File: src/rtl/sbs_pkg.sv
// Shared types, codes and helper functions for the subsystem bring-up sequencer.
package sbs_pkg;

	localparam int unsigned NUM_SUBSYS = 10;
	localparam int unsigned IDX_W      = 4;
	localparam int unsigned STATE_W    = 3;
	localparam int unsigned STATES_W   = NUM_SUBSYS * STATE_W;
	localparam int unsigned PHASE_W    = 7;

	typedef logic [IDX_W-1:0]    sub_idx_t;
	typedef logic [STATE_W-1:0]  sub_state_t;
	typedef logic [STATES_W-1:0] states_vec_t;

	// Lifecycle states.
	localparam sub_state_t ST_NONE     = 3'd0;
	localparam sub_state_t ST_INIT     = 3'd1;
	localparam sub_state_t ST_READY    = 3'd2;
	localparam sub_state_t ST_ERROR    = 3'd3;
	localparam sub_state_t ST_SHUTDOWN = 3'd4;

	// Command codes.
	localparam logic [1:0] FN_REQUEST  = 2'd0;
	localparam logic [1:0] FN_CLEAR    = 2'd1;
	localparam logic [1:0] FN_SHUTDOWN = 2'd2;
	localparam logic [1:0] FN_HOOK     = 2'd3;

	// Result status codes.
	localparam logic [2:0] STS_OK        = 3'd0;
	localparam logic [2:0] STS_BAD_INDEX = 3'd1;
	localparam logic [2:0] STS_ILLEGAL   = 3'd2;
	localparam logic [2:0] STS_DEP_WAIT  = 3'd3;
	localparam logic [2:0] STS_NOT_ERROR = 3'd4;

	// Write port of the ready-order memory.
	typedef struct packed {
		logic     en;
		sub_idx_t addr;
		sub_idx_t data;
	} ord_wr_t;

	// Fixed dependency tree.
	function automatic logic has_parent(input sub_idx_t id);
		logic r;
		case (id)
			4'd1, 4'd2, 4'd4, 4'd5, 4'd6, 4'd7: r = 1'b1;
			default: r = 1'b0;
		endcase
		return r;
	endfunction

	function automatic sub_idx_t parent_of(input sub_idx_t id);
		sub_idx_t r;
		case (id)
			4'd1:    r = 4'd0;
			4'd2:    r = 4'd1;
			4'd4:    r = 4'd3;
			4'd5:    r = 4'd2;
			4'd6:    r = 4'd4;
			4'd7:    r = 4'd5;
			default: r = 4'd0;
		endcase
		return r;
	endfunction

	function automatic logic legal_move(input sub_state_t from, input sub_state_t to);
		return (from == ST_NONE     && to == ST_INIT)  ||
		       (from == ST_INIT     && to == ST_READY) ||
		       (from == ST_INIT     && to == ST_ERROR) ||
		       (from == ST_READY    && to == ST_SHUTDOWN) ||
		       (from == ST_SHUTDOWN && to == ST_NONE)  ||
		       (from == ST_ERROR    && to == ST_NONE);
	endfunction

	// State of one subsystem out of the packed vector; indexes past the end read as none.
	function automatic sub_state_t get_state(input states_vec_t v, input sub_idx_t id);
		sub_state_t r;
		r = ST_NONE;
		for (int i = 0; i < NUM_SUBSYS; i++) begin
			if (id == sub_idx_t'(i)) begin
				r = v[i*STATE_W +: STATE_W];
			end
		end
		return r;
	endfunction

	function automatic states_vec_t set_state(input states_vec_t v, input sub_idx_t id,
			input sub_state_t st);
		states_vec_t r;
		r = v;
		for (int i = 0; i < NUM_SUBSYS; i++) begin
			if (id == sub_idx_t'(i)) begin
				r[i*STATE_W +: STATE_W] = st;
			end
		end
		return r;
	endfunction

	// One-hot select of a subsystem; all zero past the end.
	function automatic logic [NUM_SUBSYS-1:0] sub_sel(input sub_idx_t id);
		logic [NUM_SUBSYS-1:0] r;
		r = '0;
		for (int i = 0; i < NUM_SUBSYS; i++) begin
			if (id == sub_idx_t'(i)) begin
				r[i] = 1'b1;
			end
		end
		return r;
	endfunction

	// Phase gates derived from the packed states.
	function automatic logic [PHASE_W-1:0] phase_mask(input states_vec_t v);
		logic [PHASE_W-1:0] m;
		logic p3;
		logic p5;
		p3 = get_state(v, 4'd6) == ST_READY;
		p5 = get_state(v, 4'd3) == ST_READY && get_state(v, 4'd8) == ST_READY &&
		     get_state(v, 4'd9) == ST_READY;
		m[0] = get_state(v, 4'd0) == ST_READY;
		m[1] = get_state(v, 4'd5) == ST_READY;
		m[2] = get_state(v, 4'd7) == ST_READY;
		m[3] = p3;
		m[4] = p3;
		m[5] = p5;
		m[6] = p5;
		return m;
	endfunction

endpackage

File: src/rtl/sbs_order_ram.sv
// Ready-order list storage: one write port, one registered read port.
module sbs_order_ram
	import sbs_pkg::*;
(
	input  logic     clk,
	input  ord_wr_t  wr,
	input  sub_idx_t raddr,
	output sub_idx_t rdata
);

	sub_idx_t mem [NUM_SUBSYS];
	sub_idx_t rdata_q;

	always_ff @(posedge clk) begin
		if (wr.en && wr.addr < sub_idx_t'(NUM_SUBSYS)) begin
			mem[wr.addr] <= wr.data;
		end
		if (raddr < sub_idx_t'(NUM_SUBSYS)) begin
			rdata_q <= mem[raddr];
		end else begin
			rdata_q <= '0;
		end
	end

	assign rdata = rdata_q;

endmodule

File: src/rtl/subsystem_bringup_sequencer.sv
// Top level of the subsystem bring-up sequencer: lifecycle state, command sequencer, result register.
//
//  channel | direction | handshake            | payload
//  --------+-----------+----------------------+------------------------------------------------
//  in      | into      | in_valid / in_stall  | func, subsystem, target_state, hook_present
//  out     | out of    | out_valid / out_stall| status, is_shutdown_event, shutdown_subsystem,
//          |           |                      | call_hook, all_states, phase_ready_mask, last
//
// A transition, clear-error or hook command is accepted in idle; the exec state then waits for a
// free output register, applies the update and loads the single result into the output register.
// A shutdown walks the recorded order entries from last to first, reading each from the order memory
// (registered read) in S_SD_ADDR and testing it against the subsystem state in S_SD_CHK.
// Reset clears all lifecycle states, hooks and the order count; the order memory is not cleared.
// The input stalls while a command is in progress. A stalled output register holds the
// sequencer in place, but the next beat may be accepted while the last result still waits.
module subsystem_bringup_sequencer
	import sbs_pkg::*;
(
	input  logic                clk,
	input  logic                arst_n,
	input  logic                in_valid,
	output logic                in_stall,
	input  logic [1:0]          func,
	input  logic [IDX_W-1:0]    subsystem,
	input  logic [STATE_W-1:0]  target_state,
	input  logic                hook_present,
	output logic                out_valid,
	input  logic                out_stall,
	output logic [2:0]          status,
	output logic                is_shutdown_event,
	output logic [IDX_W-1:0]    shutdown_subsystem,
	output logic                call_hook,
	output logic [STATES_W-1:0] all_states,
	output logic [PHASE_W-1:0]  phase_ready_mask,
	output logic                last
);

	typedef enum logic [2:0] {
		S_IDLE,
		S_EXEC,
		S_SD_ADDR,
		S_SD_CHK,
		S_SD_END
	} seq_state_t;

	seq_state_t state_q;

	// Lifecycle state of all subsystems and their shutdown hooks.
	states_vec_t           states_q;
	logic [NUM_SUBSYS-1:0] hook_q;
	sub_idx_t              count_q;

	// The accepted command.
	logic [1:0] func_q;
	sub_idx_t   sub_q;
	sub_state_t tgt_q;
	logic       hp_q;

	// Shutdown scan: entry index and the event held back until we know whether it is the final one.
	sub_idx_t    idx_q;
	logic        pend_q;
	sub_idx_t    pend_sub_q;
	logic        pend_hook_q;
	states_vec_t pend_states_q;

	// Output register.
	logic        out_valid_q;
	logic [2:0]  status_q;
	logic        event_q;
	sub_idx_t    ev_sub_q;
	logic        ev_hook_q;
	states_vec_t out_states_q;
	logic        last_q;

	logic out_free;
	assign out_free = !out_valid_q || !out_stall;

	// Single-beat command evaluation.
	logic                  id_ok;
	sub_state_t            cur_state;
	logic                  parent_ok;
	logic [NUM_SUBSYS-1:0] sel;
	logic [2:0]            exec_status;
	states_vec_t           exec_states;
	logic [NUM_SUBSYS-1:0] exec_hook;
	logic                  exec_append;

	always_comb begin
		id_ok       = sub_q < sub_idx_t'(NUM_SUBSYS);
		cur_state   = get_state(states_q, sub_q);
		parent_ok   = !has_parent(sub_q) || get_state(states_q, parent_of(sub_q)) == ST_READY;
		sel         = sub_sel(sub_q);
		exec_status = STS_OK;
		exec_states = states_q;
		exec_hook   = hook_q;
		exec_append = 1'b0;
		if (!id_ok) begin
			exec_status = STS_BAD_INDEX;
		end else begin
			case (func_q)
				FN_REQUEST: begin
					if (!legal_move(cur_state, tgt_q)) begin
						exec_status = STS_ILLEGAL;
					end else if (tgt_q == ST_INIT && !parent_ok) begin
						exec_status = STS_DEP_WAIT;
					end else begin
						exec_states = set_state(states_q, sub_q, tgt_q);
						exec_append = tgt_q == ST_READY && count_q < sub_idx_t'(NUM_SUBSYS);
					end
				end
				FN_CLEAR: begin
					if (cur_state != ST_ERROR) begin
						exec_status = STS_NOT_ERROR;
					end else begin
						exec_states = set_state(states_q, sub_q, ST_NONE);
						exec_hook   = hook_q & ~sel;
					end
				end
				FN_HOOK: begin
					exec_hook = hp_q ? (hook_q | sel) : (hook_q & ~sel);
				end
				default: begin
					exec_status = STS_OK;
				end
			endcase
		end
	end

	// Order memory: appended on a successful move to ready, scanned backward on shutdown.
	ord_wr_t  ord_wr;
	sub_idx_t ord_rdata;

	always_comb begin
		ord_wr.en   = state_q == S_EXEC && out_free && exec_append;
		ord_wr.addr = count_q;
		ord_wr.data = sub_q;
	end

	sbs_order_ram u_order (
		.clk   (clk),
		.wr    (ord_wr),
		.raddr (idx_q),
		.rdata (ord_rdata)
	);

	// Shutdown test on the entry just read: the shared state compare of the scan.
	logic                  scan_hit;
	logic [NUM_SUBSYS-1:0] scan_sel;
	states_vec_t           scan_states;

	always_comb begin
		scan_hit    = ord_rdata < sub_idx_t'(NUM_SUBSYS) &&
		              get_state(states_q, ord_rdata) == ST_READY;
		scan_sel    = sub_sel(ord_rdata);
		scan_states = set_state(states_q, ord_rdata, ST_NONE);
	end

	// A new beat enters the output register in this cycle.
	logic out_load;

	always_comb begin
		case (state_q)
			S_EXEC:   out_load = out_free;
			S_SD_CHK: out_load = out_free && scan_hit && pend_q;
			S_SD_END: out_load = out_free;
			default:  out_load = 1'b0;
		endcase
	end

	always_ff @(posedge clk or negedge arst_n) begin
		if (!arst_n) begin
			state_q     <= S_IDLE;
			states_q    <= '0;
			hook_q      <= '0;
			count_q     <= '0;
			pend_q      <= 1'b0;
			out_valid_q <= 1'b0;
		end else begin
			if (out_load) begin
				out_valid_q <= 1'b1;
			end else if (!out_stall) begin
				out_valid_q <= 1'b0;
			end
			case (state_q)
				S_IDLE: begin
					if (in_valid) begin
						func_q <= func;
						sub_q  <= subsystem;
						tgt_q  <= target_state;
						hp_q   <= hook_present;
						idx_q  <= count_q - 1'b1;
						if (func != FN_SHUTDOWN) begin
							state_q <= S_EXEC;
						end else if (count_q == '0) begin
							state_q <= S_SD_END;
						end else begin
							state_q <= S_SD_ADDR;
						end
					end
				end
				S_EXEC: begin
					if (out_free) begin
						states_q     <= exec_states;
						hook_q       <= exec_hook;
						if (exec_append) begin
							count_q <= count_q + 1'b1;
						end
						status_q     <= exec_status;
						event_q      <= 1'b0;
						ev_sub_q     <= '0;
						ev_hook_q    <= 1'b0;
						out_states_q <= exec_states;
						last_q       <= 1'b1;
						state_q      <= S_IDLE;
					end
				end
				S_SD_ADDR: begin
					state_q <= S_SD_CHK;
				end
				S_SD_CHK: begin
					// A new hit pushes the held event out, which needs a free output register.
					if (!scan_hit || !pend_q || out_free) begin
						if (scan_hit) begin
							if (pend_q) begin
								status_q     <= STS_OK;
								event_q      <= 1'b1;
								ev_sub_q     <= pend_sub_q;
								ev_hook_q    <= pend_hook_q;
								out_states_q <= pend_states_q;
								last_q       <= 1'b0;
							end
							pend_q        <= 1'b1;
							pend_sub_q    <= ord_rdata;
							pend_hook_q   <= |(hook_q & scan_sel);
							pend_states_q <= scan_states;
							states_q      <= scan_states;
							hook_q        <= hook_q & ~scan_sel;
						end
						if (idx_q == '0) begin
							state_q <= S_SD_END;
						end else begin
							idx_q   <= idx_q - 1'b1;
							state_q <= S_SD_ADDR;
						end
					end
				end
				S_SD_END: begin
					if (out_free) begin
						status_q    <= STS_OK;
						last_q      <= 1'b1;
						if (pend_q) begin
							event_q      <= 1'b1;
							ev_sub_q     <= pend_sub_q;
							ev_hook_q    <= pend_hook_q;
							out_states_q <= pend_states_q;
						end else begin
							event_q      <= 1'b0;
							ev_sub_q     <= '0;
							ev_hook_q    <= 1'b0;
							out_states_q <= states_q;
						end
						pend_q  <= 1'b0;
						count_q <= '0;
						state_q <= S_IDLE;
					end
				end
				default: begin
					state_q <= S_IDLE;
				end
			endcase
		end
	end

	assign in_stall           = state_q != S_IDLE;
	assign out_valid          = out_valid_q;
	assign status             = status_q;
	assign is_shutdown_event  = event_q;
	assign shutdown_subsystem = ev_sub_q;
	assign call_hook          = ev_hook_q;
	assign all_states         = out_states_q;
	assign phase_ready_mask   = phase_mask(out_states_q);
	assign last               = last_q;

	// The order list never grows past the number of subsystems.
	a_count_bound: assert property (@(posedge clk) disable iff (!arst_n)
		count_q <= sub_idx_t'(NUM_SUBSYS))
		else $error("ready order count overflow");

	// Shutdown events always carry status ok.
	a_event_ok: assert property (@(posedge clk) disable iff (!arst_n)
		out_valid_q && event_q |-> status_q == STS_OK)
		else $error("shutdown event with bad status");

	// A result that is not an event is the only result of its command.
	a_plain_result: assert property (@(posedge clk) disable iff (!arst_n)
		out_valid_q && !event_q |-> last_q && ev_sub_q == '0 && !ev_hook_q)
		else $error("plain result with event fields set");

	// An accepted beat keeps the input stalled until its work is done.
	a_busy_after_accept: assert property (@(posedge clk) disable iff (!arst_n)
		in_valid && !in_stall |=> in_stall)
		else $error("input not stalled after accept");

endmodule
File: config.mk
export PLATFORM = sky130hd
export DESIGN_NAME = subsystem_bringup_sequencer
export DESIGN_NICKNAME = d
export VERILOG_FILES = /design/src/rtl/sbs_pkg.sv /design/src/rtl/sbs_order_ram.sv /design/src/rtl/subsystem_bringup_sequencer.sv
export SDC_FILE = /design/constraint.sdc
export NUM_CORES = 1
export LEC_CHECK = 0
export BUFFER_PORTS_ARGS = -buffer_cell sky130_fd_sc_hd__buf_4
export CORE_UTILIZATION = 45
export DETAILED_ROUTE_END_ITERATION = 16
export GPL_ROUTABILITY_DRIVEN = 0
export PLACE_DENSITY = 0.71
export SYNTH_ARGS = -nofsm -noshare
export SYNTH_HDL_FRONTEND = slang
export SYNTH_SLANG_ARGS = --single-unit
File: constraint.sdc
create_clock -name clk -period 6.4 [get_ports clk]
set_clock_uncertainty 0.2 [all_clocks]
set_input_delay 1.28 -clock clk [delete_from_list [all_inputs] [get_ports clk]]
set_output_delay 1.28 -clock clk [all_outputs]
set_load 0.01 [all_outputs]
After elaboration in Yosys (flattened, before gate mapping)
Memories as Yosys holds them, arrays and structs flattened. A register that Yosys moved wholly into a read port is not among the register bits. Cells that the tools add are included.

Register bits: 138. Bits in writable memories: 40. Bits of input ports: 14. Output and inout port bits: 49. Word-level logic and storage cells: 326. Memories kept: 1.

Add/subtract/negate cells: 3. Order comparisons: 4. Equal/unequal tests: 65. Mux-type cells: 166. Bitwise logic cells: 6. Reductions and logical operators: 61.

Memories: u_order.mem (depth 10, width 4, read ports 1, clocked after Yosys merged registers in 1, wr ports 1, line sbs_order_ram.sv:11) `sub_idx_t mem [NUM_SUBSYS];`.

Operators by type and width (number): two-way mux 30 bit (12); two-way mux 3 bit (72); one-hot mux 30 bit (2 select lines) (2); one-hot mux 30 bit (3 select lines) (1); two-way mux 10 bit (6); equality test 4 x 3 -> 1 bit, second input constant (12); two-way mux 1 bit (46); equality test 3 x 2 -> 1 bit, second input constant (15); two-way mux 4 bit (11); one-hot mux 10 bit (2 select lines) (2); bitwise AND 10 bit (3); equality test 4 x 2 -> 1 bit, second input constant (6); equality test 4 bit, second input constant (6); logical NOT 4 bit (5); inequality test 2 bit, second input constant (10); NOT 10 bit (2); logical AND 1 bit (16); < comparator 4 bit, second input constant (4); one-hot mux 4 bit (2 select lines) (2); AND reduction 4 bit (4); one-hot mux 3 bit (5 select lines) (1); AND reduction 7 bit (2); equality test 4 x 1 -> 1 bit, second input constant (3); one-hot mux 3 bit (4 select lines) (1); other kinds (29) (61).

Depth between registers and ports, before layout
Word-level depth: 25. Depth in mapped cells: 12. Mapped depth without buffers: 9.

Cells and area by module
From an unflattened synthesis, not the netlist that was laid out.

Cell total of the unflattened synthesis: 873. Area, all modules: 9580.4 um2.

Modules (own cells, without submodules): subsystem_bringup_sequencer (times used 1, cells each 766, area each 7830.0 um2, seq. area each 3898.7 um2); sbs_order_ram (times used 1, cells each 107, area each 1750.4 um2, seq. area each 1281.2 um2).

Worst setup path before layout
OpenSTA, ideal clock, no wires.

Path kind: flip-flop to flip-flop. Start point: register sub_q[0]. End point: memory u_order.mem[1][0] in the netlist's numbering, enable pin. Arrival time: 3.088 ns. Data required time: 5.833 ns. Setup slack: 2.745 ns. Stages on the path, launching flop included: 10. Path buffers: 1. Clock period less this slack: 3.655 ns. Cells stage by stage: edfxtp_1 > mux4_2 > and2_1 > o221ai_2 > nand4_2 > a2111o_1 > a31oi_1 > buf_4 > nand3_1 > nor3b_1.

Longest elaborated chain between the ends: 25. Elaborated cells on any way between the ends: 73. Those cells by class: order compare: 1; eq/ne: 23; mux: 28; reduce/logical: 21.

RTL lines: from (decl) (line subsystem_bringup_sequencer.sv:55) `sub_idx_t sub_q;`; from (signal assigned) (line subsystem_bringup_sequencer.sv:188) `sub_q <= subsystem;`; equality test 4 x 3 -> 1 bit (tied with other cells) (line sbs_pkg.sv:44, sbs_pkg.sv:53, sbs_pkg.sv:79); one-hot mux 3 bit (5 select lines) / two-way mux 3 bit (equally long branches) (line sbs_pkg.sv:53, sbs_pkg.sv:79); logical NOT 4 bit / two-way mux 3 bit (equally long branches) (line sbs_pkg.sv:79) `if (id == sub_idx_t'(i)) begin`; two-way mux 3 bit (8 in a row) (line sbs_pkg.sv:79); two-way mux 3 bit (tied with other cells) (2 in a row) (line sbs_pkg.sv:79); equality test 3 x 2 -> 1 bit / logical OR 1 bit (equally long branches) (line subsystem_bringup_sequencer.sv:91, sbs_pkg.sv:66); logical OR 1 bit, on equally long branches (line subsystem_bringup_sequencer.sv:91, sbs_pkg.sv:67); logical NOT 1 bit / logical OR 1 bit (equally long branches) (line subsystem_bringup_sequencer.sv:104, sbs_pkg.sv:68); logical AND 1 bit / logical OR 1 bit (equally long branches) (line subsystem_bringup_sequencer.sv:104, sbs_pkg.sv:69); two-way mux 1 bit / logical OR 1 bit (equally long branches) (line subsystem_bringup_sequencer.sv:104, sbs_pkg.sv:70); two-way mux 1 bit (line subsystem_bringup_sequencer.sv:102) `if (!legal_move(cur_state, tgt_q)) begin`; two-way mux 1 bit (line subsystem_bringup_sequencer.sv:100) `case (func_q)`; two-way mux 1 bit * (line subsystem_bringup_sequencer.sv:97) `if (!id_ok) begin`; logical AND 1 bit * (line subsystem_bringup_sequencer.sv:134) `ord_wr.en = state_q == S_EXEC && out_free && exec_append;`; logical AND 1 bit * (line sbs_order_ram.sv:15) `if (wr.en && wr.addr < sub_idx_t'(NUM_SUBSYS)) begin`; two-way mux 1 bit * (line sbs_order_ram.sv:15); two-way mux 1 bit (implied by the code) * (line sbs_order_ram.sv:16) `mem[wr.addr] <= wr.data;`; to (decl) (line sbs_order_ram.sv:11).

Every way passes the cells marked *; elsewhere a longest branch is shown, timed or not.

Final worst setup path
Start point: register sub_q[1]. End point: memory u_order.mem[7][2] in the netlist's numbering, enable pin.

The elaborated chain is that of the path after synthesis.

==> summary.txt <==
Run status
  – Run status: finished, final reports clean

Clocking
  – Setup bufs post-CTS: 0
  – Clock root buffer: sky130_fd_sc_hd__clkbuf_16
  – Maximum level of the CTS H-tree: 4
  – Maximum buffer depth of the clock tree: 2
  – TritonCTS clock tree: done
  – Clock buffer count from CTS: 17
  – Number of gates given a new drive strength after cts: 0
  – Worst-skew pair later-pin latency: 450 ps
  – Clock input transition at the sequential cells of the worst setup and hold paths: 70 ps
  – Count of hold-fix buffers inserted at cts: 0
  – Clock sink count: around 180

Finish
  – Post-layout nets: approximately 1000
  – Commonest non-fill, non-tap cell in the layout: sky130_fd_sc_hd__edfxtp_1
  – Util after Layout: 52.4%
  – Layout cells sized above 1: 14.9%
  – Count of placed standard cells in the final layout, fillers left out: 1277
  – Area grow syn2layout: 13.2%
  – Finished Cell Area: 0.0112 mm^2
  – Number of antenna diodes: 0
  – Most frequent cells in the layout: 129 x sky130_fd_sc_hd__edfxtp_1, 91 x sky130_fd_sc_hd__nand2_1, 84 x sky130_fd_sc_hd__nor2_1

Logic synthesis
  – Unique masters post-synth: 84
  – Count of mapped cells out of synthesis: 944
  – Number of synthesized flops with an enable pin: 129
  – Flop and latch count out of synthesis: ~180
  – Syn nets: 963
  – Most area-consuming cells after synthesis: sky130_fd_sc_hd__edfxtp_1 39%, sky130_fd_sc_hd__dfrtp_1 12%, sky130_fd_sc_hd__nand2_1 3.5%, sky130_fd_sc_hd__nor2_1 3.2%, sky130_fd_sc_hd__o21ai_0 3.0%
  – Yosys Warn Count: 0
  – Post-synth top area share: 39.3%
  – Dominant cell type by area after synthesis: sky130_fd_sc_hd__edfxtp_1
  – Area of the mapped netlist: between 0.009 and 0.01 mm^2
  – Sequential share of the synthesized area: 52.5%
  – Dominant register cell in the synthesized netlist: sky130_fd_sc_hd__edfxtp_1
  – Synth async-reset ratio: a little over a quarter
  – Mean area per synthesized cell: 10.4 um^2

Place
  – Placement-stage cell area: between 0.01 and 0.015 mm^2
  – Hpwl dp: 21.3 mm
  – Input/output buffers: 62
  – Total placed cells including tap cells: 1245

Global route
  – Number of global-route vias before repair: a little over 8000
  – Global-route wire length before repair: 47.9 mm
  – Number of antenna violations at the first check in global routing: 0
  – Overflow after GRT: 0
  – Total routing usage reported by global routing: 28.8%
  – Pin count of the biggest net entering global routing: between 50 and 60

Routing
  – Number of design-rule violations left by the first detailed-router iteration: 1281
  – Routed Wire Length: 31.3 mm
  – Wire per inst: between 20 and 25 um
  – Number of optimization iterations in the first detailed-route pass: 7
  – Via count normalized by instance count: 6.73
  – Final antenna-violating net count: 0
  – Post-detailed-route DRC marker count: 0
  – Total via count after detailed routing: 8590

Timing
  – Count of final max-slew check failures: 0
  – Measured slew at the worst slew-check pin: ~1300 ps
  – Total negative setup slack: 0 ps
  – Crit share post-route: between 80% and 90%
  – RSZ-0062 raised after global routing: false
  – Final count of hold timing violations: 0
  – Final setup violation count: 0
  – Worst rel slew slack: under 10%
  – Crit path time final: around 5400 ps
  – Highest clock rate: ~190 MHz

Floorplanning
  – Starting density of the core: 46.3%
  – I/O pin count: 63
  – Row cnt: 53
  – Placeable Area: 0.0213 mm^2
  – Chip width: 150 um
  – DIE HEIGHT: ~150 um
  – Die area: 0.0225 mm^2

Setup path
  – Critical Path End Type: flip-flop
  – Cell with the biggest individual delay on the critical path: sky130_fd_sc_hd__edfxtp_1
  – Required time at the endpoint of the critical path: between 6000 and 7000 ps
  – Crit start category: flip-flop
  – Cell type with the highest occurrence count on the critical path: sky130_fd_sc_hd__nand2_1
  – Critical Path, Cell by Cell: nand2_1 > or2_1 > a41oi_1 > o211ai_1 > a2111o_1 > a31oi_1 > nand2_1 > nor3_1
  – Crit Path Category: reg -> reg
  – Peak per-stage delay on the critical path: 1070 ps
  – Critical Path AT: 5260 ps
  – Crit path max fanout: 32

Min path
  – Worst hold-check path type: reg -> reg

Power
  – Maximum vdd ir drop: 0.228 mV
  – Total Power Consumption: 3.37 mW
  – Power density over cell area: 302 mW/mm^2
  – Leakage power of the design: 4.03 nW

Flow run
  – Number of maximum-capacitance constraint violations: 0
==> synth_stat cells, types with 5 or more instances <==
master,n
sky130_fd_sc_hd__edfxtp_1,129
sky130_fd_sc_hd__nand2_1,91
sky130_fd_sc_hd__nor2_1,85
sky130_fd_sc_hd__o21ai_0,60
sky130_fd_sc_hd__a21oi_1,51
sky130_fd_sc_hd__dfrtp_1,49
sky130_fd_sc_hd__clkbuf_1,45
sky130_fd_sc_hd__nor2b_1,37
sky130_fd_sc_hd__nand3_1,33
sky130_fd_sc_hd__nor3_1,25
sky130_fd_sc_hd__o31ai_1,23
sky130_fd_sc_hd__mux2i_1,21
sky130_fd_sc_hd__a22oi_1,19
sky130_fd_sc_hd__nand2b_1,17
sky130_fd_sc_hd__inv_1,14
sky130_fd_sc_hd__o211ai_1,13
sky130_fd_sc_hd__o21ai_1,13
sky130_fd_sc_hd__and3_1,11
sky130_fd_sc_hd__a211oi_1,10
sky130_fd_sc_hd__a31oi_1,9
sky130_fd_sc_hd__mux4_2,9
sky130_fd_sc_hd__and2_1,8
sky130_fd_sc_hd__nor3b_1,8
sky130_fd_sc_hd__a221oi_1,7
sky130_fd_sc_hd__a22o_1,7
sky130_fd_sc_hd__nand3b_1,7
sky130_fd_sc_hd__nor4_1,7
sky130_fd_sc_hd__or3_1,7
sky130_fd_sc_hd__a21o_1,6
sky130_fd_sc_hd__buf_2,6
sky130_fd_sc_hd__ha_1,5
sky130_fd_sc_hd__nor4b_1,5
==> per-layer routing <==
metal / vias up / GRT usage (%) / part of all wire [%]
met5: - / 0 / 0
met3: 140 / 11.4 / 14
met2: 715 / 40.7 / 42
met1: 4021 / 38.0 / 39
li1: 3714 / - / -
met4: 0 / 14.7 / 5.2
==> final timing paths <==
path / slack [ps] / cells after the start / to / startpoint
max: 1030 / 8 / u_order.mem[7][2] / sub_q[1]
min: 310 / 2 / flip-flop / flip-flop
max reg2reg: 1030 / 8 / u_order.mem[7][2] / sub_q[1]
min reg2reg: 310 / 2 / flip-flop / flip-flop
max in group asynchronous: 4790 / 1 / states_q[4] / arst_n
min in group asynchronous: 700 / 1 / pend_q / arst_n
==> power by group <==
| part | internal (mW) | leakage, nW | total (mW) | switching [mW] |
|---|---|---|---|---|
| combinational | 0.287 | 2.00 | 0.836 | 0.549 |
| sequential | 1.39 | 1.76 | 1.50 | 0.111 |
| clock | 0.547 | 0.278 | 1.03 | 0.487 |
==> critical path: cells and delay by family (launching register included) <==
| family | cells | cell delay [ps] |
|---|---|---|
| AO/OA/AOI/OAI | 4 | 2040 |
| AND/OR/NAND/NOR | 4 | 1700 |
| flip-flops | 1 | 1070 |
==> area by class of cell <==
cell class	count	area (um^2)
fill	1882	10100
sequential	182	5180
multi-input combinational	691	4400
timing repair buffer	83	623
clock buffer	17	425
tap	275	344
clock inverter	15	144
inverter	14	52.6
==> metrics by stage <==
| stage | setup slack [ps] | hold slack, ps |
|---|---|---|
| 2_1_floorplan | 2750 | 206 |
| 3_3_place_gp | 1500 | 280 |
| 3_5_place_dp | 1210 | 293 |
| 4_1_cts | 1210 | 307 |
| 5_1_grt | 766 | 338 |
| 6_report | 1030 | 306 |
==> cells by family (layout without fill, tap and decap cells) <==
logic type                 after synthesis  after routing  synth area share, %
muxes                                   34             34                 4.64
xor gates and xnor gates                 2              2                0.178
adders and majority gates                5              5                0.634
AOI/OAI and AO/OA                      280            280                 19.6
and+or+nand+nor                        370            370                 19.4
buffers and inverters                   71            129                 3.01
DFF                                    182            182                 52.5
==> sequential cells by signal, summed over array words and instances, names as in the netlist, 4 cells and up, named ones only <==
| signal | count |
|---|---|
| all_states | 30 |
| idx_q | 4 |
| u_order.mem | 40 |
| sub_q | 4 |
| u_order.rdata | 4 |
| states_q | 30 |
| count_q | 4 |
| pend_states_q | 30 |
| pend_sub_q | 4 |
| shutdown_subsystem | 4 |
Power figures use the tool's default switching activity.
